## src/histogram_statistics_collector_assert.svh

```systemverilog
// ----------------------------------------------------------------------------
// Assertion macros for the histogram statistics collector
// Concurrent checks are compiled for simulation and left empty for synthesis.
// ----------------------------------------------------------------------------
`ifndef HISTOGRAM_STATISTICS_COLLECTOR_ASSERT_SVH
`define HISTOGRAM_STATISTICS_COLLECTOR_ASSERT_SVH
`ifndef SYNTHESIS
// check on every clock edge outside reset
`define HSC_ASSERT_CLK(lbl, clk, rst_n, prop, msg) \
    lbl: assert property (@(posedge clk) disable iff (!rst_n) prop) else $error(msg);
// check on every clock edge, reset included
`define HSC_ASSERT_ANY(lbl, clk, prop, msg) \
    lbl: assert property (@(posedge clk) prop) else $error(msg);
`else
`define HSC_ASSERT_CLK(lbl, clk, rst_n, prop, msg)
`define HSC_ASSERT_ANY(lbl, clk, prop, msg)
`endif
`endif

```

## src/hsc_fifo.sv

```systemverilog
`timescale 1ns / 1ps
// ----------------------------------------------------------------------------
// hsc_fifo
// Two-entry flop queue decoupling producer and consumer.
// ----------------------------------------------------------------------------
module hsc_fifo #(
    parameter int W = 8
) (
    input  logic         i_clk,
    input  logic         i_rst_n,
    input  logic         i_push,
    input  logic [W-1:0] i_din,
    output logic         o_full,
    input  logic         i_pop,
    output logic [W-1:0] o_dout,
    output logic         o_empty
);

    localparam int DEPTH = 2;
    localparam int PW    = $clog2(DEPTH);

    logic [W-1:0] r_mem [DEPTH];
    logic [PW-1:0] r_wr;
    logic [PW-1:0] r_rd;
    logic [PW:0]   r_cnt;
    logic          w_push;
    logic          w_pop;

    assign o_full  = (r_cnt == (PW+1)'(DEPTH));
    assign o_empty = (r_cnt == '0);
    assign o_dout  = r_mem[r_rd];
    assign w_push  = i_push && !o_full;
    assign w_pop   = i_pop && !o_empty;

    // pointers and fill level
    always_ff @(posedge i_clk) begin
        if (!i_rst_n) begin
            r_wr  <= '0;
            r_rd  <= '0;
            r_cnt <= '0;
        end else begin
            if (w_push) r_wr <= r_wr + 1'b1;
            if (w_pop)  r_rd <= r_rd + 1'b1;
            if (w_push && !w_pop)      r_cnt <= r_cnt + 1'b1;
            else if (!w_push && w_pop) r_cnt <= r_cnt - 1'b1;
        end
    end

    // storage
    always_ff @(posedge i_clk) begin
        if (w_push) r_mem[r_wr] <= i_din;
    end

endmodule

```

## config.mk

```make
export PLATFORM = sky130hd
export DESIGN_NAME = hsc_fifo
export DESIGN_NICKNAME = d
export VERILOG_FILES = /design/src/histogram_statistics_collector_assert.svh /design/src/hsc_fifo.sv
export SDC_FILE = /design/constraint.sdc
export NUM_CORES = 1
export LEC_CHECK = 0
export BUFFER_PORTS_ARGS = -buffer_cell sky130_fd_sc_hd__buf_2
export CORE_MARGIN = 4
export CORE_UTILIZATION = 32
export DETAILED_ROUTE_END_ITERATION = 7
export PLACE_DENSITY_LB_ADDON = 0.05
export SETUP_SLACK_MARGIN = 0.5
export SKIP_LAST_GASP = 1
export SYNTH_ARGS = -nofsm -noshare
export SYNTH_HDL_FRONTEND = slang
export SYNTH_SLANG_ARGS = --single-unit
```

## constraint.sdc

```tcl
create_clock -name i_clk -period 1.9 [get_ports i_clk]
set_input_delay 0.38 -clock i_clk [delete_from_list [all_inputs] [get_ports i_clk]]
set_output_delay 0.38 -clock i_clk [all_outputs]
set_load 0.01 [all_outputs]
```

==> results.sh, run 1 <==
export IMPL_syn_nets=64
export IMPL_synthesis_instances=51
export IMPL_place_ws_ps=412.5
export IMPL_initialDrtViolationCount=8
export IMPL_required_ps=1520
export IMPL_antenna_cells=0
export IMPL_first_pass_iters=2
export IMPL_worstHoldPathType="in2reg"
export IMPL_synth_seq_cells=21
export IMPL_setup_violations=0
export IMPL_cts_root_buf="clkbuf_4"
export IMPL_grt_pass1_wl_um=2235
export IMPL_yosysWarnings=0
export IMPL_ff2ff_setup_slack_ps=480
export IMPL_drc_errors=0
export IMPL_synth_cell_types=16
export IMPL_cts_tree="built"
export IMPL_hpwl_um=983.4
export IMPL_reg2reg_to="r_cnt[1]$_SDFFE_PN0P_"
export IMPL_crit_arrival_ps=1180
export IMPL_worstPathMaxFanout=8
export IMPL_hp_start="i_din[2]"
export IMPL_io_pins=22
export IMPL_skew_ps=0.8277
export IMPL_rsz0062_at_grt="true"
export IMPL_crit_type="reg2out"
export IMPL_wl_um=1356
export IMPL_hold_depth=1
export IMPL_die_w_um=58.10
export IMPL_antenna_found_initial=0
export IMPL_synth_area_per_cell_sq_um=15.75
export IMPL_status="finished, final reports clean"
export IMPL_ctsHoldBuffers=0
export IMPL_drive_above_1_share_pct=59.76
export IMPL_start_util_pct=34.97
export IMPL_cp_start_kind="flip-flop"
export IMPL_syn_to_final_growth_pct=43.30
export IMPL_numCtsBuffers=3
export IMPL_syn_area_sq_um=803.3
export IMPL_gp_congestion=0.6485
export IMPL_synth_top_area_share_pct=59.81
export IMPL_irDropWorstVdd_mv=0.7114
export IMPL_synth_area_leaders="edfxtp_1 (60%), dfxtp_1 (12%), mux2_2 (11%)"
export IMPL_clkSlewWorstSetupHoldPaths_ps=100
export IMPL_synth_most_common_cell="edfxtp_1"
export IMPL_hold_violations=0
export IMPL_regToRegStartpoint="r_cnt[0]$_SDFFE_PN0P_"
export IMPL_total_power_mw=1.499
export IMPL_worstRegToRegCells=6
export IMPL_fin_crit_sh_pct=82.26
export IMPL_postRouteAntennaNets=0
export IMPL_grt_pass1_vias=536
export IMPL_fin_crit_ps=1563
export IMPL_fmax_ghz=0.6398
export IMPL_io_buffers=21
export IMPL_drv_slew=0
export IMPL_grt_total_usage_pct=8.867
export IMPL_yosysSeqAreaShare_pct=72.27
export IMPL_core_region_area_sq_um=2297
export IMPL_fin_worst_hold_slack_ps=275.3
export IMPL_worstMarginPinSlew_ps=209.8
export IMPL_cp_end_kind="primary output"
export IMPL_worst_slack_ps=337.0
export IMPL_synth_top_cell_by_area="edfxtp_1"
export IMPL_synth_edf_count=16
export IMPL_worstSkewPairLatency_ps=280
export IMPL_relSlewSlack_pct=86.01
export IMPL_routed_via_density=4.545
export IMPL_clk_path_buf_depth=2
export IMPL_grt_max_degree=12
export IMPL_die_h_um=58.10
export IMPL_fill_cells=215
export IMPL_num_vias=500
export IMPL_whs_endpoint="r_mem[0][2]$_DFFE_PP_"
export IMPL_leakage_nw=0.4747
export IMPL_clock_sinks=21
export IMPL_power_density_nw_per_um2=1302
export IMPL_ys_top_cells_by_count="edfxtp_1 (16), mux2_2 (8), dfxtp_1 (5), nor2_1 (5)"
export IMPL_synth_ff_type="edfxtp_1"
export IMPL_drv_cap=0
export IMPL_grt_overflow=0
export IMPL_synth_async_reset_ratio_pct=0
export IMPL_layout_nets=96
export IMPL_setup_tns_ps=0
export IMPL_cts_htree_levels=1
export IMPL_post_drt_wl_per_cell_um=12.33
export IMPL_dieArea_sq_um=3376
export IMPL_rows=17
==> area by class of cell <==
| cell class | instances | area, sq um | area share, % |
|---|---|---|---|
| clock buffers | 4 | 26.28 | 2.283 |
| inverters | 3 | 13.76 | 1.196 |
| multi-input cells | 26 | 269.0 | 23.37 |
| flip-flops and latches | 21 | 589.3 | 51.20 |
| well taps | 28 | 35.03 | 3.043 |
| repair buffers | 28 | 217.7 | 18.91 |
==> sequential cells by signal, summed over array words and instances (netlist names), named ones only <==
register  cells
r_cnt         2
r_mem        16
r_rd          1
r_wr          1
==> stage by stage <==
step | instances | instance area (sq um) | util (%)
after floorplan | 51 | 817.0 | -
after global placement | 101 | 967.2 | 42.10
after detailed placement | 101 | 967.2 | 42.10
after CTS | 109 | 1117 | 48.64
after global routing | 110 | 1151 | 50.11
final | 110 | 1151 | 50.11
==> where the power goes <==
group          leakage [nW]  internal (mW)  switching [mW]  total, mW
Clock                0.0150         0.0815           0.117      0.199
Combinational         0.267          0.385           0.240      0.625
Sequential            0.192          0.598          0.0775      0.676
Total                 0.475           1.06           0.434       1.50
==> what timing repair did <==
action | CTS | global route
setup buffers | 4 | 1
endpoints found under the setup margin | 10 | 14
pin swaps | 3 | 2
endpoints found under the hold margin | 0 | 0
resized for setup | 22 | 5
==> critical path, cell delays in order (launching register included) <==
cell     delay (ps)
dfxtp_4         450
mux2_4          320
buf_6           120
==> how the worst max path moves through the flow <==
stage                                     start                    end  slack (ps)
final                                 flip-flop              o_dout[0]         340
after global routing                  flip-flop              o_dout[4]         280
after CTS                             flip-flop              o_dout[4]         310
after detailed placement                 i_push  r_cnt[1]$_SDFFE_PN0P_         410
after global placement                   i_push  r_cnt[1]$_SDFFE_PN0P_         440
after floorplan           r_cnt[0]$_SDFFE_PN0P_  r_cnt[1]$_SDFFE_PN0P_         490
==> per-layer routing <==
metal / routed length, um / GRT usage [%] / up-vias
met1: 485 / 9.028 / 244
met4: 0 / 3.974 / 0
li1: - / - / 244
met2: 803 / 16.94 / 12
met3: 66 / 2.004 / 0
met5: 0 / 0 / -
==> logic make-up (layout without fill, tap and decap cells) <==
family / Yosys count / in the layout / synth area share, %
AOI/OAI and AO/OA: 5 / 5 / 3.738
xor gates and xnor gates: 3 / 3 / 3.272
and+or+nand+nor: 9 / 9 / 5.921
DFF: 21 / 21 / 72.27
buffers and inverters: 4 / 35 / 2.024
muxes: 8 / 8 / 11.22
adders and majority gates: 1 / 1 / 1.557
==> cell usage in the layout (no fill, tap or decap), types with 2 or more instances in the layout <==
cell and instances:
edfxtp_1 16, buf_2 12, buf_6 10, mux2_4 8
buf_4 6, nor2_1 4, xor2_1 3, clkbuf_4 3
inv_1 2, dfxtp_4 2, dfxtp_1 2
No activity file was read; power rests on OpenSTA's default activity.
==> run 2, diff against run 1 <==
--- a/config.mk
+++ b/config.mk
@@ -5,6 +5,7 @@
 export SDC_FILE = /design/constraint.sdc
 export NUM_CORES = 1
 export LEC_CHECK = 0
+export ABC_AREA = 1
 export BUFFER_PORTS_ARGS = -buffer_cell sky130_fd_sc_hd__buf_2
 export CORE_MARGIN = 4
 export CORE_UTILIZATION = 32
==> constraint.sdc (replaced) <==
create_clock -name i_clk -period 1.3 [get_ports i_clk]
set_input_delay 0.26 -clock i_clk [delete_from_list [all_inputs] [get_ports i_clk]]
set_output_delay 0.26 -clock i_clk [all_outputs]
set_load 0.01 [all_outputs]
==> results.sh, run 2 <==
export IMPL_status="finished with violations"
export IMPL_violations="setup timing"
export IMPL_crit_type="reg2out"
export IMPL_synthesis_instances=63
export IMPL_synth_edf_count=16
export IMPL_routed_via_density=4.350
export IMPL_path_cells="mux2_4 > buf_6"
export IMPL_start_util_pct=33.54
export IMPL_cp_end_kind="primary output"
export IMPL_fin_crit_ps=1446
export IMPL_yosysWarnings=0
export IMPL_worstHoldPathType="in2reg"
export IMPL_rsz0062_at_grt="true"
export IMPL_post_drt_wl_per_cell_um=11.41
export IMPL_fin_worst_hold_slack_ps=152.4
export IMPL_yosysSeqAreaShare_pct=69.88
export IMPL_cts_htree_levels=1
export IMPL_syn_area_sq_um=830.8
export IMPL_ff2ff_setup_slack_ps=80
export IMPL_hpwl_um=1040
export IMPL_clkSlewWorstSetupHoldPaths_ps=110
export IMPL_clk_path_buf_depth=2
export IMPL_synth_most_common_cell="edfxtp_1"
export IMPL_synth_top_cell_by_area="edfxtp_1"
export IMPL_io_pins=22
export IMPL_clock_sinks=21
export IMPL_dpl_cell_area_sq_um=1052
export IMPL_required_ps=1040
export IMPL_regMostFlops="r_mem"
export IMPL_grt_pass1_vias=560
export IMPL_cp_slowest_cell="dfxtp_4"
export IMPL_synth_async_reset_ratio_pct=0
export IMPL_initialDrtViolationCount=7
export IMPL_hold_violations=0
export IMPL_skew_ps=1.414
export IMPL_layout_common_cells="edfxtp_1 (16), buf_2 (12), buf_6 (12), mux2_4 (8)"
export IMPL_power_density_nw_per_um2=1856
export IMPL_first_pass_iters=2
export IMPL_drive_above_1_share_pct=65.59
export IMPL_drv_slew=0
export IMPL_cp_top_family="flip-flops"
export IMPL_worstSkewPairLatency_ps=290
export IMPL_grt_total_usage_pct=9.803
export IMPL_grt_max_degree=12
export IMPL_fmax_ghz=0.6914
export IMPL_crit_arrival_ps=1190
export IMPL_syn_nets=76
export IMPL_synth_cell_types=16
export IMPL_rows=18
export IMPL_wl_um=1404
export IMPL_cp_start_kind="flip-flop"
export IMPL_relSlewSlack_pct=88.98
export IMPL_grt_overflow=0
export IMPL_die_h_um=58.96
export IMPL_synth_top_area_share_pct=57.83
export IMPL_cts_root_buf="clkbuf_4"
export IMPL_largest_reg_flops=16
export IMPL_final_area_sq_um=1221
export IMPL_core_region_area_sq_um=2477
export IMPL_postRouteAntennaNets=0
export IMPL_worstPathMaxFanout=8
export IMPL_fin_crit_sh_pct=111.3
export IMPL_synth_area_leaders="edfxtp_1 (58%), dfxtp_1 (12%), mux2_2 (11%)"
export IMPL_layout_nets=107
export IMPL_die_w_um=58.96
export IMPL_path_buf_inv=1
export IMPL_synth_ff_type="edfxtp_1"
export IMPL_synth_seq_cells=21
export IMPL_synth_area_per_cell_sq_um=13.19
export IMPL_drc_errors=0
export IMPL_gp_congestion=0.6820
export IMPL_syn_to_final_growth_pct=46.99
export IMPL_drv_cap=0
export IMPL_top_regs="r_mem: 16 flops, r_cnt: 2 flops"
export IMPL_antenna_found_initial=0
export IMPL_dieArea_sq_um=3476
export IMPL_worst_slack_ps=-146.4
export IMPL_ys_top_cells_by_count="edfxtp_1 (16), nor2_1 (9), mux2_2 (8)"
export IMPL_antenna_cells=0
export IMPL_final_common_cell="edfxtp_1"
export IMPL_num_vias=535
export IMPL_ctsHoldBuffers=0
export IMPL_irDropWorstVdd_mv=0.9940
export IMPL_io_buffers=21
export IMPL_cpPeakStageDelay_ps=460
export IMPL_leakage_nw=0.4995
export IMPL_worstMarginPinSlew_ps=165.2
export IMPL_cts_tree="built"
export IMPL_setup_violations=8
export IMPL_grt_pass1_wl_um=2428
export IMPL_numCtsBuffers=3
[run 2: cell count changes after synthesis, sizes merged, moves of 3 or more]
cell / change
inv: +6
nand2: +6
nor2: +6
xor2: -3
[run 2: cell type report]
class                           instances  area (sq um)
Timing Repair Buffer                   27         217.7
Inverter                                9         38.79
Clock buffer                            4         26.28
Sequential cell                        21         591.8
Multi-Input combinational cell         32         309.0
Tap cell                               30         37.54
Fill cell                             235          1256
[run 2: layer usage]
layer | wire, um | GRT usage (%)
met5 | 0 | 0
met4 | 19 | 4.854
met3 | 90 | 2.412
met2 | 768 | 17.67
met1 | 526 | 10.54
[run 2: power by group]
part / switching (mW) / internal [mW] / total, mW
sequential: 0.125 / 0.879 / 1.00
combinational: 0.431 / 0.536 / 0.967
clock: 0.176 / 0.119 / 0.295
[run 2: path summary, 6_finish.rpt]
check / cells after the start / start / end
max: 2 / flip-flop / o_dout[1]
min: 1 / i_din[5] / r_mem[0][5]$_DFFE_PP_
max reg2reg: 8 / r_cnt[0]$_SDFFE_PN0P_ / r_cnt[1]$_SDFFE_PN0P_
min reg2reg: 2 / r_rd$_SDFFE_PN0P_ / flip-flop
[run 2: logic make-up (layout without fill, tap and decap cells)]
group / Yosys count / count (layout) / share of synthesized area, %
DFF: 21 / 21 / 69.88
and+or+nand+nor: 19 / 19 / 10.24
buffers and inverters: 10 / 40 / 4.668
muxes: 8 / 8 / 10.84
AOI/OAI and AO/OA: 4 / 4 / 2.861
adders and majority gates: 1 / 1 / 1.506
[run 2: repair_timing]
action,4_1_cts,5_1_grt
setup endpoints to repair,31,31
gates resized for setup,16,14
setup buffers,2,1
pin swaps,7,1
[run 2: worst register-to-register path: stages, from the launching register on]
cell	delay [ps]
dfxtp_4	410
nor2_4	60
nor2_4	120
inv_2	60
ha_4	240
inv_4	60
nand4_1	70
nand2_1	70
nor2_1	40
[run 2: metrics by stage]
stage,setup TNS [ps],util [%],setup WS [ps],instances,power (mW)
final,-1155,49.29,-146.4,123,2.266
after global routing,-1714,49.29,-209.9,123,2.439
after CTS,-1383,47.17,-175.3,122,2.194
after detailed placement,0,42.47,44.12,116,1.708
after global placement,0,42.47,58.79,116,1.693
after floorplan,0,-,82.36,63,1.487
