File: config.mk
export PLATFORM = sky130hd
export DESIGN_NAME = hsc_front
export DESIGN_NICKNAME = d
export VERILOG_FILES = /design/src/hsc_pkg.sv /design/src/hsc_div.sv /design/src/hsc_front.sv
export VERILOG_INCLUDE_DIRS = /design/src /design/src/src
export SDC_FILE = /design/constraint.sdc
export NUM_CORES = 1
export LEC_CHECK = 0
export BUFFER_PORTS_ARGS = -buffer_cell sky130_fd_sc_hd__buf_4
export CAP_MARGIN = 10
export CORE_ASPECT_RATIO = 1.5
export CORE_UTILIZATION = 59
export CTS_BUF_LIST = sky130_fd_sc_hd__clkbuf_4
export DETAILED_ROUTE_END_ITERATION = 12
export PLACE_DENSITY = 0.86
export SYNTH_ARGS = -nofsm -noshare
export SYNTH_HDL_FRONTEND = slang
export SYNTH_SLANG_ARGS = --single-unit
File: constraint.sdc
create_clock -name i_clk -period 4.37 [get_ports i_clk]
set_clock_uncertainty 0.2 [all_clocks]
set_input_delay 0.6555 -clock i_clk [delete_from_list [all_inputs] [get_ports i_clk]]
set_output_delay 0.6555 -clock i_clk [all_outputs]
set_load 0.005 [all_outputs]
File: src/histogram_statistics_collector_assert.svh
// ----------------------------------------------------------------------------
// Assertion macros for the histogram statistics collector
// Concurrent checks are compiled for simulation and left empty for synthesis.
// ----------------------------------------------------------------------------
`ifndef HISTOGRAM_STATISTICS_COLLECTOR_ASSERT_SVH
`define HISTOGRAM_STATISTICS_COLLECTOR_ASSERT_SVH
`ifndef SYNTHESIS
// check on every clock edge outside reset
`define HSC_ASSERT_CLK(lbl, clk, rst_n, prop, msg) \
    lbl: assert property (@(posedge clk) disable iff (!rst_n) prop) else $error(msg);
// check on every clock edge, reset included
`define HSC_ASSERT_ANY(lbl, clk, prop, msg) \
    lbl: assert property (@(posedge clk) prop) else $error(msg);
`else
`define HSC_ASSERT_CLK(lbl, clk, rst_n, prop, msg)
`define HSC_ASSERT_ANY(lbl, clk, prop, msg)
`endif
`endif

File: src/hsc_pkg.sv
`timescale 1ns / 1ps
// ----------------------------------------------------------------------------
// hsc_pkg
// Types and constants shared by the histogram statistics collector.
// ----------------------------------------------------------------------------
package hsc_pkg;

    // request codes
    localparam logic [1:0] REQ_ADD   = 2'd0;
    localparam logic [1:0] REQ_READ  = 2'd1;
    localparam logic [1:0] REQ_CLEAR = 2'd2;

    // configuration register indexes
    localparam logic [1:0] CFG_RANGE_START = 2'd0;
    localparam logic [1:0] CFG_BIN_WIDTH   = 2'd1;
    localparam logic [1:0] CFG_BINS_IN_USE = 2'd2;

    // widest bin address the design supports (4096 bins)
    localparam int MAX_BIN_BITS = 12;

    typedef struct packed {
        logic [1:0]  req_type;
        logic [31:0] sample;
        logic [7:0]  read_bin;
    } t_req_item;

    typedef struct packed {
        logic [7:0]  bin_index;
        logic [31:0] bin_value;
        logic [31:0] sample_count;
        logic [63:0] value_sum;
        logic [63:0] square_sum;
        logic [31:0] min_value;
        logic [31:0] max_value;
    } t_res_item;

    typedef struct packed {
        logic [31:0] range_start;
        logic [31:0] bin_width;
        logic [8:0]  bins_in_use;
    } t_cfg;

    // classified request passed from front to back
    typedef struct packed {
        logic [1:0]              req_type;
        logic [31:0]             sample;
        logic [MAX_BIN_BITS-1:0] bin;
        logic [7:0]              out_idx;
        logic                    bin_ok;
    } t_cmd;

    typedef enum logic [1:0] {
        FR_IDLE,
        FR_DIV,
        FR_PUSH
    } t_front_state;

    typedef enum logic [2:0] {
        BK_CLR,
        BK_IDLE,
        BK_RD,
        BK_EXEC,
        BK_OUT
    } t_back_state;

endpackage

File: src/hsc_div.sv
`timescale 1ns / 1ps
// ----------------------------------------------------------------------------
// hsc_div
// Restoring divider, one quotient bit per cycle.
// ----------------------------------------------------------------------------
module hsc_div #(
    parameter int DW = 32
) (
    input  logic          i_clk,
    input  logic          i_rst_n,
    input  logic          i_start,
    input  logic [DW-1:0] i_dividend,
    input  logic [31:0]   i_divisor,
    output logic          o_done,
    output logic [DW-1:0] o_quot
);

    localparam int CW = $clog2(DW + 1);

    logic [31:0]   r_rem;
    logic [DW-1:0] r_quot;
    logic [31:0]   r_div;
    logic [CW-1:0] r_cnt;
    logic          r_busy;
    logic          r_done;

    logic [32:0] w_trial;
    logic [32:0] w_sub;
    logic        w_ge;
    logic [31:0] n_rem;

    // one trial subtraction per step
    always_comb begin
        w_trial = {r_rem, r_quot[DW-1]};
        w_sub   = w_trial - {1'b0, r_div};
        w_ge    = (w_trial >= {1'b0, r_div});
        n_rem   = w_ge ? w_sub[31:0] : w_trial[31:0];
    end

    // control
    always_ff @(posedge i_clk) begin
        if (!i_rst_n) begin
            r_busy <= 1'b0;
            r_done <= 1'b0;
            r_cnt  <= '0;
        end else begin
            r_done <= 1'b0;
            if (i_start) begin
                r_busy <= 1'b1;
                r_cnt  <= CW'(DW);
            end else if (r_busy) begin
                r_cnt <= r_cnt - 1'b1;
                if (r_cnt == CW'(1)) begin
                    r_busy <= 1'b0;
                    r_done <= 1'b1;
                end
            end
        end
    end

    // datapath: dividend bits shift out as quotient bits shift in
    always_ff @(posedge i_clk) begin
        if (i_start) begin
            r_rem  <= '0;
            r_quot <= i_dividend;
            r_div  <= i_divisor;
        end else if (r_busy) begin
            r_rem  <= n_rem;
            r_quot <= {r_quot[DW-2:0], w_ge};
        end
    end

    assign o_done = r_done;
    assign o_quot = r_quot;

endmodule

File: src/hsc_front.sv
`timescale 1ns / 1ps
// ----------------------------------------------------------------------------
// hsc_front
// Accepts requests, masks the sample and works out the target bin.
// ----------------------------------------------------------------------------
module hsc_front #(
    parameter int NUM_BINS    = 256,
    parameter int SAMPLE_BITS = 32
) (
    input  logic              i_clk,
    input  logic              i_rst_n,
    input  hsc_pkg::t_cfg     i_cfg,
    input  logic              i_push,
    input  hsc_pkg::t_req_item i_req,
    output logic              o_full,
    output logic              o_cmd_push,
    output hsc_pkg::t_cmd     o_cmd,
    input  logic              i_cmd_full
);

    `include "histogram_statistics_collector_assert.svh"
    import hsc_pkg::*;

    localparam logic [31:0] SMASK = 32'((64'd1 << SAMPLE_BITS) - 64'd1);
    localparam logic [31:0] NB32  = 32'(NUM_BINS);

    t_front_state r_state;
    t_front_state n_state;
    t_cmd         r_cmd;
    t_cmd         w_cmd_in;

    logic [31:0]            w_v;
    logic [31:0]            w_diff;
    logic [31:0]            w_divisor;
    logic                   w_is_add;
    logic                   w_div_start;
    logic                   w_div_done;
    logic [SAMPLE_BITS-1:0] w_quot;
    logic [31:0]            w_quot32;
    logic [31:0]            w_biu32;
    logic [31:0]            w_nbins;
    logic [31:0]            w_idx;

    // sample masking and classification
    always_comb begin
        w_v       = i_req.sample & SMASK;
        w_diff    = w_v - i_cfg.range_start;
        w_divisor = (i_cfg.bin_width == '0) ? 32'd1 : i_cfg.bin_width;
        w_is_add  = (i_req.req_type == REQ_ADD);

        w_cmd_in.req_type = i_req.req_type;
        w_cmd_in.sample   = w_v;
        w_cmd_in.bin      = w_is_add ? '0 : MAX_BIN_BITS'(i_req.read_bin);
        w_cmd_in.out_idx  = (i_req.req_type == REQ_READ) ? i_req.read_bin : 8'd0;
        w_cmd_in.bin_ok   = (32'(i_req.read_bin) < NB32);
    end

    // clamp of the quotient to the bins in use
    always_comb begin
        w_biu32  = 32'(i_cfg.bins_in_use);
        if (w_biu32 == '0)       w_nbins = 32'd1;
        else if (w_biu32 > NB32) w_nbins = NB32;
        else                     w_nbins = w_biu32;
        w_quot32 = 32'(w_quot);
        w_idx    = (w_quot32 >= w_nbins) ? (w_nbins - 32'd1) : w_quot32;
    end

    hsc_div #(
        .DW (SAMPLE_BITS)
    ) u_div (
        .i_clk      (i_clk),
        .i_rst_n    (i_rst_n),
        .i_start    (w_div_start),
        .i_dividend (w_diff[SAMPLE_BITS-1:0]),
        .i_divisor  (w_divisor),
        .o_done     (w_div_done),
        .o_quot     (w_quot)
    );

    // next state
    always_comb begin
        n_state     = r_state;
        w_div_start = 1'b0;
        o_cmd_push  = 1'b0;
        case (r_state)
            FR_IDLE: begin
                if (i_push) begin
                    if (w_is_add && (w_v >= i_cfg.range_start)) begin
                        w_div_start = 1'b1;
                        n_state     = FR_DIV;
                    end else begin
                        n_state = FR_PUSH;
                    end
                end
            end
            FR_DIV: begin
                if (w_div_done) n_state = FR_PUSH;
            end
            FR_PUSH: begin
                if (!i_cmd_full) begin
                    o_cmd_push = 1'b1;
                    n_state    = FR_IDLE;
                end
            end
            default: n_state = FR_IDLE;
        endcase
    end

    always_ff @(posedge i_clk) begin
        if (!i_rst_n) begin
            r_state <= FR_IDLE;
        end else begin
            r_state <= n_state;
        end
    end

    // command register
    always_ff @(posedge i_clk) begin
        if (r_state == FR_IDLE && i_push) begin
            r_cmd <= w_cmd_in;
        end else if (r_state == FR_DIV && w_div_done) begin
            r_cmd.bin     <= w_idx[MAX_BIN_BITS-1:0];
            r_cmd.out_idx <= w_idx[7:0];
        end
    end

    assign o_full = (r_state != FR_IDLE);
    assign o_cmd  = r_cmd;

    `HSC_ASSERT_CLK(a_add_bin_range, i_clk, i_rst_n, (r_state == FR_PUSH && r_cmd.req_type == REQ_ADD) |-> (32'(r_cmd.bin) < NB32), "add bin beyond store")
    `HSC_ASSERT_CLK(a_busy_after_beat, i_clk, i_rst_n, (i_push && !o_full) |=> o_full, "front not busy after beat")

endmodule

==> summary.md, run 1 <==
| Metric | Value |
|---|---|
| DRT Pass-1 Iters | `6` |
| PostCTS Resize Cnt | `0` |
| CTS Root Cell | `clkbuf_4` |
| Reg clk slew, reported paths | `0.15 ns` |
| Setup CP Type | `register to register` |
| Crit path top cell by count | `a31oi_1` |
| Placed Instances | `1,430` |
| Pwr Density | `448 nW/µm²` |
| Worst hold margin | `0.0259 ns` |
| Synth async-reset ratio | `0%` |
| Post-route design area | `12,000 µm²` |
| Area of the mapped netlist | `10,400 µm²` |
| CP max-delay cell | `a31oi_1` |
| Gr usage total | `27.9%` |
| Final setup viols | `0` |
| Delay-heaviest family, CP | `compound AO/OA/AOI/OAI gates` |
| Core area | `17,300 µm²` |
| Total Wirelength | `24,500 µm` |
| Setup TNS | `0 ns` |
| Hold Vio Cnt, Final | `0` |
| CP endpoint kind | `register` |
| Initial antenna violation count | `1` |
| Initial Utilization | `60.0%` |
| Post-synth EDFFs | `118` |
| Critical path cell sequence | `inv_1, ha_1, nor2b_4, o2111a_1, o31ai_2, nand3_2, a311oi_4, o31ai_4, a31oi_1, buf_4, nand2_1, a31oi_1` |
| Total grt overflow | `0` |
| Syn_area_per_cell | `9.41 µm²` |
| Postcts setup bufs | `0` |
| Fill count | `1,346` |
| Syn Inst Count | `1,102` |
| Nets | `1,435` |
| Maximum vdd drop | `0.000298 V` |
| Clock sink count | `160` |
| Crit path max fanout | `7` |
| DRC Markers | `0` |
| Dpl hpwl | `19,000 µm` |
| Maxcap violations | `0` |
| Setup ws final | `0.646 ns` |
| WP data arrival | `4.04 ns` |
| Required @ worst endpoint | `4.69 ns` |
| FP Rows | `59` |
| DR vias | `8,835` |
| Die Y | `164 µm` |
| Largest net degree at the start of global routing | `60` |
| RSZ-0062 raised after global routing | `false` |
| CTS Buffer Depth | `2` |
| Post-place setup slack | `0.258 ns` |
| Vias/cell | `6.03` |
| Cell Area, Placed | `11,700 µm²` |
| Ports | `176` |
| Syn-to-layout area delta | `15.8%` |
| Synth Warn # | `0` |
| Max_slew headroom | `23.3%` |
| Antenna viol nets, final | `0` |
| Max Fclk | `0.269 GHz` |
| Port bufs | `174` |
| Status | `complete, no violations` |
| Worst-skew pair later-pin latency | `0.61 ns` |
| Worst slew pin tran | `1.15 ns` |
| Number of global-route vias before repair | `8,523` |
| Routability cong. | `0.912` |
| Clock period minus worst slack | `3.72 ns` |
| Synthesized flop and latch total | `160` |
| Register area share after synthesis | `42.3%` |
| Post-route insts no fill | `1,465` |
| H-tree depth | `4` |
| Layout cells sized above 1 | `19.3%` |
| CP startpoint kind | `register` |
| Maximum single-stage delay on the critical path | `0.61 ns` |
| Die Area | `18,100 µm²` |
| Leak Pwr | `5.28 nW` |
| Yosys cell types | `76` |
| First-pass GRT wire length | `39,300 µm` |
| Ys flop type | `edfxtp_1` |
| Final worst path period share | `85.2%` |
| CTS tree | `built` |
| Total CTS buffers | `17` |
| WL/cell | `16.7 µm` |
| Die W | `110 µm` |
| Hold Crit Class | `input pin to register` |
| CP bufs+invs | `2` |
| Iter 0 DRT Violations | `522` |
| CTS Hold Buffers Added | `0` |
| Fin. max-slew vios | `0` |
## state kept, by name (all words and copies together), names as in the netlist
| signal | cells |
|---|---|
| o_cmd | 54 |
| r_state | 2 |
| u_div.r_div | 32 |
| u_div.o_done | 1 |
| u_div.r_busy | 1 |
| u_div.r_cnt | 6 |
| u_div.o_quot | 32 |
| u_div.r_rem | 32 |
## metal layers
metal | GRT usage, % | vias to the layer above | share of wire, %
met5 | 0 | - | 0
met4 | 14.8 | 0 | 4.5
met3 | 4.58 | 87 | 4.7
met2 | 51.3 | 313 | 54
met1 | 29.9 | 4139 | 37
li1 | - | 4296 | -
## synth_stat cells (3+ instances only)
library cell / number / area (µm²)
a211o_1: 3 / 26.3
a211oi_1: 13 / 97.6
a21boi_0: 5 / 37.5
a21o_1: 38 / 285
a21oi_1: 81 / 405
a311oi_1: 5 / 43.8
a31oi_1: 17 / 106
a41oi_1: 3 / 26.3
and3_1: 7 / 43.8
and4_1: 3 / 26.3
buf_2: 5 / 25.0
clkbuf_1: 59 / 221
dfxtp_1: 42 / 841
edfxtp_1: 118 / 3540
ha_1: 76 / 951
inv_1: 86 / 323
mux2i_1: 27 / 270
nand2_1: 102 / 383
nand2b_1: 15 / 93.8
nand3_1: 21 / 105
nand3b_1: 4 / 30.0
nand4_1: 17 / 106
nor2_1: 53 / 199
nor2b_1: 4 / 25.0
nor3_1: 21 / 105
nor3b_1: 5 / 37.5
nor4_1: 24 / 150
nor4b_1: 3 / 26.3
o211ai_1: 8 / 60.1
o21a_1: 16 / 120
o21ai_0: 85 / 425
o21ai_1: 4 / 20.0
o21bai_1: 9 / 67.6
o221ai_1: 3 / 26.3
o31ai_1: 6 / 45.0
or2_2: 6 / 37.5
or3_1: 3 / 18.8
xnor2_1: 35 / 307
xor2_1: 22 / 193
## power breakdown
| part | total, W | internal [W] | switching [W] | leakage [nW] |
|---|---|---|---|---|
| Sequential | 0.00203 | 0.00187 | 0.000160 | 1.45 |
| Clock | 0.000815 | 0.000239 | 0.000576 | 0.130 |
| Combinational | 0.00253 | 0.00111 | 0.00142 | 3.70 |
| Total | 0.00537 | 0.00322 | 0.00216 | 5.28 |
## layout make-up
| type | count | area, µm² | area share (%) |
|---|---|---|---|
| multi-input combinational | 787 | 5380 | 44.8 |
| sequential | 160 | 4390 | 36.5 |
| timing repair buffer | 185 | 1410 | 11.7 |
| inverter | 87 | 327 | 2.72 |
| tap | 213 | 267 | 2.22 |
| clock buffer | 18 | 135 | 1.13 |
| clock inverter | 14 | 108 | 0.896 |
| antenna | 1 | 2.50 | 0.0208 |
## worst paths after layout
| path | startpoint | endpoint | slack (ns) | cells after the start |
|---|---|---|---|---|
| setup / recovery | u_div.r_div[1]$_SDFFCE_PN0N_ | u_div.r_rem[12]$_SDFFE_PN0P_ | 0.65 | 12 |
| hold / removal | i_req[39] | o_cmd[52]$_DFFE_PP_ | 0.03 | 1 |
| setup reg to reg | u_div.r_div[1]$_SDFFCE_PN0N_ | u_div.r_rem[12]$_SDFFE_PN0P_ | 0.65 | 12 |
| hold reg to reg | u_div.r_rem[29]$_SDFFE_PN0P_ | u_div.r_rem[30]$_SDFFE_PN0P_ | 0.30 | 2 |
## cell families after synthesis
logic type               after synthesis  synth area share (%)
AO/OA/AOI/OAI                        326                  20.7
XOR/XNOR                              57                  4.81
adder cells (fa/ha/maj)               78                  9.56
buffers and inverters                157                  5.96
flip-flops                           160                  42.3
multiplexers                          28                  2.71
other                                  2                0.0724
AND/OR/NAND/NOR                      294                  13.9
## cells in the final DEF (no fill, tap or decap), types with 4 or more instances in the layout
master,Yosys,final
a211oi_1,13,13
a21boi_0,5,5
a21o_1,38,38
a21oi_1,81,81
a311oi_1,5,5
a31oi_1,17,17
and3_1,7,7
buf_4,2,182
clkbuf_4,0,18
conb_1,2,4
dfxtp_1,42,41
edfxtp_1,118,118
ha_1,76,76
inv_1,86,86
inv_6,0,6
mux2i_1,27,27
nand2_1,102,102
nand2b_1,15,15
nand3_1,21,21
nand3b_1,4,4
nand4_1,17,17
nor2_1,53,53
nor2b_1,4,4
nor3_1,21,21
nor3b_1,5,5
nor4_1,24,24
o211ai_1,8,8
o21a_1,16,16
o21ai_0,85,85
o21ai_1,4,4
o21bai_1,9,9
o31ai_1,6,6
or2_2,6,6
xnor2_1,35,35
xor2_1,22,22
## stage by stage
stage	total power (W)	util, %
floorplan	0.00396	-
global placement	0.00447	68.0
detailed placement	0.00455	68.0
CTS	0.00537	69.4
global route	0.00573	69.5
finish	0.00537	69.5
Note: power is estimated with default switching activity, not from simulation.
==> run 2: changes to the inputs <==
- ABC_AREA: default -> 1
- CORE_UTILIZATION: 59 -> 60
==> summary.md, run 2 <==
| Metric | Value |
|---|---|
| Final total power | `0.00361 W` |
| Ys flop type | `edfxtp_1` |
| Simple-Gate Fraction of Synth Area | `34.2%` |
| CTS Hold Buffers Added | `8` |
| DRT Pass-1 Iters | `5` |
| Worst-skew pair later-pin latency | `0.61 ns` |
| Crit path max fanout | `44` |
| Gr usage total | `33.5%` |
| Required @ worst endpoint | `4.45 ns` |
| Leak Pwr | `7.33 nW` |
| Syn-to-layout area delta | `17.5%` |
| Initial Utilization | `62.0%` |
| Synth Warn # | `0` |
| Largest family of logic cells by synthesized area | `simple AND/OR/NAND/NOR gates` |
| Antenna viol nets, final | `0` |
| Syn Inst Count | `1,742` |
| Mux cell area share after synthesis | `0%` |
| Post-Route Utilization | `72.8%` |
| Syn_area_per_cell | `6.87 µm²` |
| R2r setup slk | `1.57 ns` |
| Reg clk slew, reported paths | `0.16 ns` |
| Pwr Density | `256 nW/µm²` |
| Number of global-route vias before repair | `11.6k` |
| Dpl hpwl | `26,200 µm` |
| Vias/cell | `5.39` |
| Synthesized-area fraction occupied by adder cells | `8.28%` |
| CTS Root Cell | `clkbuf_4` |
| CTS tree | `built` |
| Total Wirelength | `34,500 µm` |
| Nets | `2,116` |
| Largest net degree at the start of global routing | `89` |
| Post-route insts no fill | `2,189` |
| First-pass GRT wire length | `54,200 µm` |
| Die Y | `175 µm` |
| Synth async-reset ratio | `0%` |
| WP data arrival | `3.61 ns` |
| Commonest non-fill, non-tap cell in the layout | `nand2_1` |
| CTS Buffer Depth | `2` |
| Final worst path period share | `80.7%` |
| Dominant cell by count in the synthesized netlist | `nand2_1` |
| Setup CP Type | `input pin to register` |
| Hold Vio Cnt, Final | `0` |
| CP endpoint kind | `register` |
| Initial antenna violation count | `1` |
| DR vias | `11.8k` |
| RSZ-0062 raised after global routing | `false` |
| Max Fclk | `0.284 GHz` |
| Compound-Gate Fraction of Synth Area | `5.63%` |
| Postcts setup bufs | `0` |
| WL/cell | `15.8 µm` |
| Total CTS buffers | `17` |
| Setup TNS | `0 ns` |
| CP startpoint kind | `input pin` |
| FP Rows | `62` |
| Maxcap violations | `0` |
| Top cells by area, synth | `edfxtp_1 (30%), nand2_1 (19%), inv_1 (9.2%), ha_1 (7.9%), dfxtp_1 (7.0%)` |
| Placed Instances | `2,119` |
| Worst slew pin tran | `1.10 ns` |
| PostCTS Resize Cnt | `0` |
| Cell taking the most area after synthesis | `edfxtp_1` |
| Clock sink count | `160` |
| Synthesized flop and latch total | `160` |
| Die Area | `20,500 µm²` |
| Die W | `117 µm` |
| Total grt overflow | `0` |
| Xor and xnor fraction of the mapped netlist area | `3.00%` |
| Iter 0 DRT Violations | `905` |
| Maximum vdd drop | `0.000210 V` |
| Layout cells sized above 1 | `12.1%` |
| Final setup viols | `0` |
| Ports | `176` |
| Clock period minus worst slack | `3.53 ns` |
| Max_slew headroom | `26.7%` |
| Status | `complete, no violations` |
| Area of the mapped netlist | `12,000 µm²` |
| Register area share after synthesis | `36.6%` |
| Post-synth EDFFs | `118` |
| Yosys cell types | `39` |
| DRC Markers | `0` |
| Fin. max-slew vios | `0` |
| Top cell type's share of synthesized area | `29.6%` |
| H-tree depth | `4` |
| Core area | `19,300 µm²` |
| Synth top cells by count | `nand2_1 (602), inv_1 (294), nand3_1 (168), nor2_1 (122), edfxtp_1 (118)` |
| Max FFs per register | `54` |
| Routability cong. | `1.02` |
| Hold Crit Class | `input pin to register` |
| Port bufs | `174` |
| Most frequent cells in the layout | `nand2_1 (602), inv_1 (294), buf_4 (180)` |
==> run 2: cell count changes after synthesis, sizes merged, moves of 16 or more <==
cell	previous run	this run
inv	86	295
a21oi	82	66
nand2	102	607
a21o	38	3
a31oi	17	1
o21ai	89	42
mux2i	27	0
clkbuf	59	38
nor2	53	126
nand3	22	169
==> run 2: stage by stage <==
stage               instance area, µm²  hold WS [ns]  setup slack (ns)
finish                           14100        0.0293             0.844
global route                     14100       -0.0100             0.718
CTS                              13800      0.000477             0.910
detailed placement               13400         0.284             0.820
global placement                 13400         0.262             0.868
floorplan                        12000         0.263             0.770
==> run 2: power by group <==
group | switching [W] | internal (W) | total (W)
Sequential | 0.0000329 | 0.00172 | 0.00175
Clock | 0.000628 | 0.000417 | 0.00105
Combinational | 0.000470 | 0.000339 | 0.000810
==> run 2: cell type report <==
| type | instances | area, µm² |
|---|---|---|
| Multi-Input combinational cell | 1224 | 6140 |
| Antenna cell | 1 | 2.50 |
| Clock inverter | 15 | 200 |
| Clock buffer | 17 | 128 |
| Inverter | 296 | 1110 |
| Sequential cell | 160 | 4380 |
| Timing Repair Buffer | 220 | 1780 |
| Tap cell | 256 | 320 |
| Fill cell | 1569 | 5250 |
==> run 2: worst paths after layout <==
kind                                startpoint                            end  cells past startpoint
setup / recovery                      i_req[8]  u_div.r_div[11]$_SDFFCE_PN0N_                     18
hold / removal                       i_cfg[35]  u_div.r_div[26]$_SDFFCE_PN0N_                      1
setup reg to reg  u_div.r_div[7]$_SDFFCE_PN0N_   u_div.r_rem[27]$_SDFFE_PN0P_                     17
hold reg to reg        u_div.r_busy$_SDFF_PN0_        u_div.o_done$_SDFF_PP0_                      2
==> run 2: cell families (layout without fill, tap and decap cells) <==
kind of cell / after synthesis / count (layout)
AO/OA/AOI/OAI: 124 / 124
XOR/XNOR: 41 / 41
adder cells (fa/ha/maj): 78 / 78
buffers and inverters: 360 / 548
flip-flops: 160 / 160
other: 2 / 5
AND/OR/NAND/NOR: 977 / 977
==> run 2: per-layer routing <==
| metal | part of all wire (%) | track usage [%] | vias up |
|---|---|---|---|
| met4 | 5.9 | 20.7 | 0 |
| met2 | 54 | 65.7 | 431 |
| li1 | - | - | 5868 |
| met3 | 4.8 | 4.99 | 131 |
| met5 | 0 | 0 | - |
| met1 | 35 | 32.3 | 5358 |
==> run 2: worst max-delay path, cell delays in order <==
cell and delay (ns):
dlygate4sd3_1 0.53, buf_4 0.11, inv_1 0.03, ha_1 0.20, fa_1 0.38, inv_1 0.08, nand2_1 0.08, nand2_1 0.07
nand3b_1 0.07, nand2_1 0.16, nand2_1 0.09, nand3_1 0.10, nand2_1 0.07, nand2_2 0.13, nand3_4 0.13, buf_4 0.27
inv_1 0.13, buf_12 0.26
==> run 3: changes to the inputs <==
- CORE_UTILIZATION: 60 -> 54
- PLACE_DENSITY: 0.86 -> 0.82
- clock period: 4.37 -> 3.2 ns (I/O delays scaled with it)
==> summary.md, run 3 (synthesized netlist as in run 2, its figures left out) <==
| Metric | Value |
|---|---|
| Worst slew pin tran | `0.930 ns` |
| Iter 0 DRT Violations | `712` |
| Psw | `0.00148 W` |
| M1 WL | `12,400 µm` |
| Routability cong. | `0.994` |
| Nets | `2,167` |
| Die Area | `22,800 µm²` |
| Ports | `176` |
| R2r setup slk | `0.54 ns` |
| Post-place setup slack | `0.121 ns` |
| Leak Pwr | `7.57 nW` |
| CTS Buffer Depth | `2` |
| Worst Reg-to-Reg Cells | `14` |
| Setup TNS | `0 ns` |
| Vias/cell | `5.26` |
| Port bufs | `174` |
| Net Sw Frac | `29.2%` |
| Total grt overflow | `0` |
| Max Fclk | `0.329 GHz` |
| Final setup viols | `0` |
| Gr usage total | `31.3%` |
| Die W | `124 µm` |
| FF-to-FF End | `u_div.r_rem[19]$_SDFFE_PN0P_` |
| Setup ws final | `0.162 ns` |
| Clock sink count | `160` |
| FP Rows | `66` |
| Pwr Density | `346 nW/µm²` |
| H-tree depth | `4` |
| Worst setup startpoint | `i_req[8]` |
| CTS tree | `built` |
| First-pass GRT wire length | `54,700 µm` |
| Initial Utilization | `55.1%` |
| Met2 Wirelength | `18,400 µm` |
| Hold Vio Cnt, Final | `0` |
| Most frequent cells in the layout | `nand2_1 (601), inv_1 (294), buf_4 (192)` |
| Maximum vdd drop | `0.000418 V` |
| Core area | `21,700 µm²` |
| Max_slew headroom | `37.8%` |
| WL/cell | `15.2 µm` |
| Antenna viol nets, final | `0` |
| Setup CP Type | `input pin to register` |
| CP startpoint kind | `input pin` |
| DR vias | `11.9k` |
| Postcts setup bufs | `0` |
| Reg2reg start | `u_div.r_div[13]$_SDFFCE_PN0N_` |
| RSZ-0062 raised after global routing | `false` |
| Status | `complete, no violations` |
| Clock share of power | `30.2%` |
| CTS Hold Buffers Added | `75` |
| Final worst path period share | `94.9%` |
| Number of global-route vias before repair | `11.9k` |
| WP data arrival | `3.15 ns` |
| Required @ worst endpoint | `3.31 ns` |
| Syn-to-layout area delta | `22.1%` |
| Total CTS buffers | `17` |
| Critical Path End | `u_div.r_div[4]$_SDFFCE_PN0N_` |
| Reg clk slew, reported paths | `0.13 ns` |
| Combinational Power Share | `22.5%` |
| Total Wirelength | `34,400 µm` |
| Hold Crit Class | `input pin to register` |
| Crit path max fanout | `28` |
| PostCTS Resize Cnt | `0` |
| Maxcap violations | `0` |
| Dpl hpwl | `26,400 µm` |
| CTS Root Cell | `clkbuf_4` |
| Reg power frac | `47.3%` |
| Largest net degree at the start of global routing | `42` |
| Worst-skew pair later-pin latency | `0.62 ns` |
| Clock period minus worst slack | `3.04 ns` |
| Layout cells sized above 1 | `12.5%` |
| Die Y | `184 µm` |
| DRT Pass-1 Iters | `5` |
| P_int | `0.00358 W` |
| Met3 routed WL | `1450 µm` |
| CP endpoint kind | `register` |
| Initial antenna violation count | `1` |
| DRC Markers | `0` |
| Max FFs per register | `54` |
| Fin. max-slew vios | `0` |
| Commonest non-fill, non-tap cell in the layout | `nand2_1` |
| Top sig layer | `met4` |
run 3: cell types whose count changed in the layout (fill, tap and decap cells not counted), sizes merged:
cell         before  now
inv             302  297
bufinv            3    5
clkbuf           17   20
dlygate4sd3      37   75
buf             183  196
run 3: area by class of cell:
class                   instances  area (µm²)
repair buffers                271        2270
multi-input cells            1224        6140
clock buffers                  20         150
flip-flops and latches        160        4380
clock inverters                12         209
fillers                      1885        7100
diodes                          1        2.50
well taps                     272         340
inverters                     296        1110
run 3: worst min-delay path by stage:
stage,to,startpoint,cells after the start,slack [ns]
2_1_floorplan,u_div.r_cnt[0]$_SDFFE_PP0P_,u_div.r_cnt[0]$_SDFFE_PP0P_,2,0.26
3_3_place_gp,u_div.r_rem[25]$_SDFFE_PN0P_,u_div.r_rem[25]$_SDFFE_PN0P_,2,0.28
3_5_place_dp,u_div.r_rem[2]$_SDFFE_PN0P_,u_div.r_rem[2]$_SDFFE_PN0P_,2,0.28
4_1_cts,o_cmd[8]$_DFFE_PP_,i_cfg[8],5,0.1
5_1_grt,o_cmd[16]$_DFFE_PP_,i_cfg[8],5,0.13
6_report,o_cmd[8]$_DFFE_PP_,i_cfg[8],5,0.15
run 3: metrics by stage:
step                std cells  instance area (µm²)  utilization [%]  hold WS, ns  power, W
floorplan                1744                12000                -        0.263   0.00307
global placement         2148                13500             62.2        0.276   0.00346
detailed placement       2148                13500             62.2        0.282   0.00348
CTS                      2255                14600             67.3       0.0955   0.00506
global route             2256                14600             67.3        0.130   0.00528
finish                   2256                14600             67.3        0.146   0.00506
run 3: power by group through the flow:
stage	clock network [W]	registers [W]	logic, W
after detailed placement	0	0.00244	0.00104
after floorplan	0	0.00243	0.000635
after CTS	0.00154	0.00239	0.00112
after global routing	0.00162	0.00240	0.00126
after global placement	0	0.00244	0.00102
final	0.00153	0.00239	0.00114
run 3: per-layer routing:
| metal | up-vias | track usage, % |
|---|---|---|
| met2 | 367 | 58.7 |
| met1 | 5413 | 30.8 |
| li1 | 5965 | - |
| met3 | 120 | 5.04 |
| met4 | 0 | 20.9 |
| met5 | - | 0 |
run 3: critical path, cell delays in order:
cell           delay, ns
dlygate4sd3_1       0.54
buf_4               0.11
inv_1               0.03
ha_1                0.20
fa_1                0.39
inv_1               0.09
nand2_1             0.08
nand2_1             0.07
nand3b_1            0.07
nand2_1             0.14
nand2_1             0.10
nand3_1             0.09
nand2_1             0.07
nand2_2             0.10
nand3_4             0.16
inv_1               0.22
buf_12              0.20
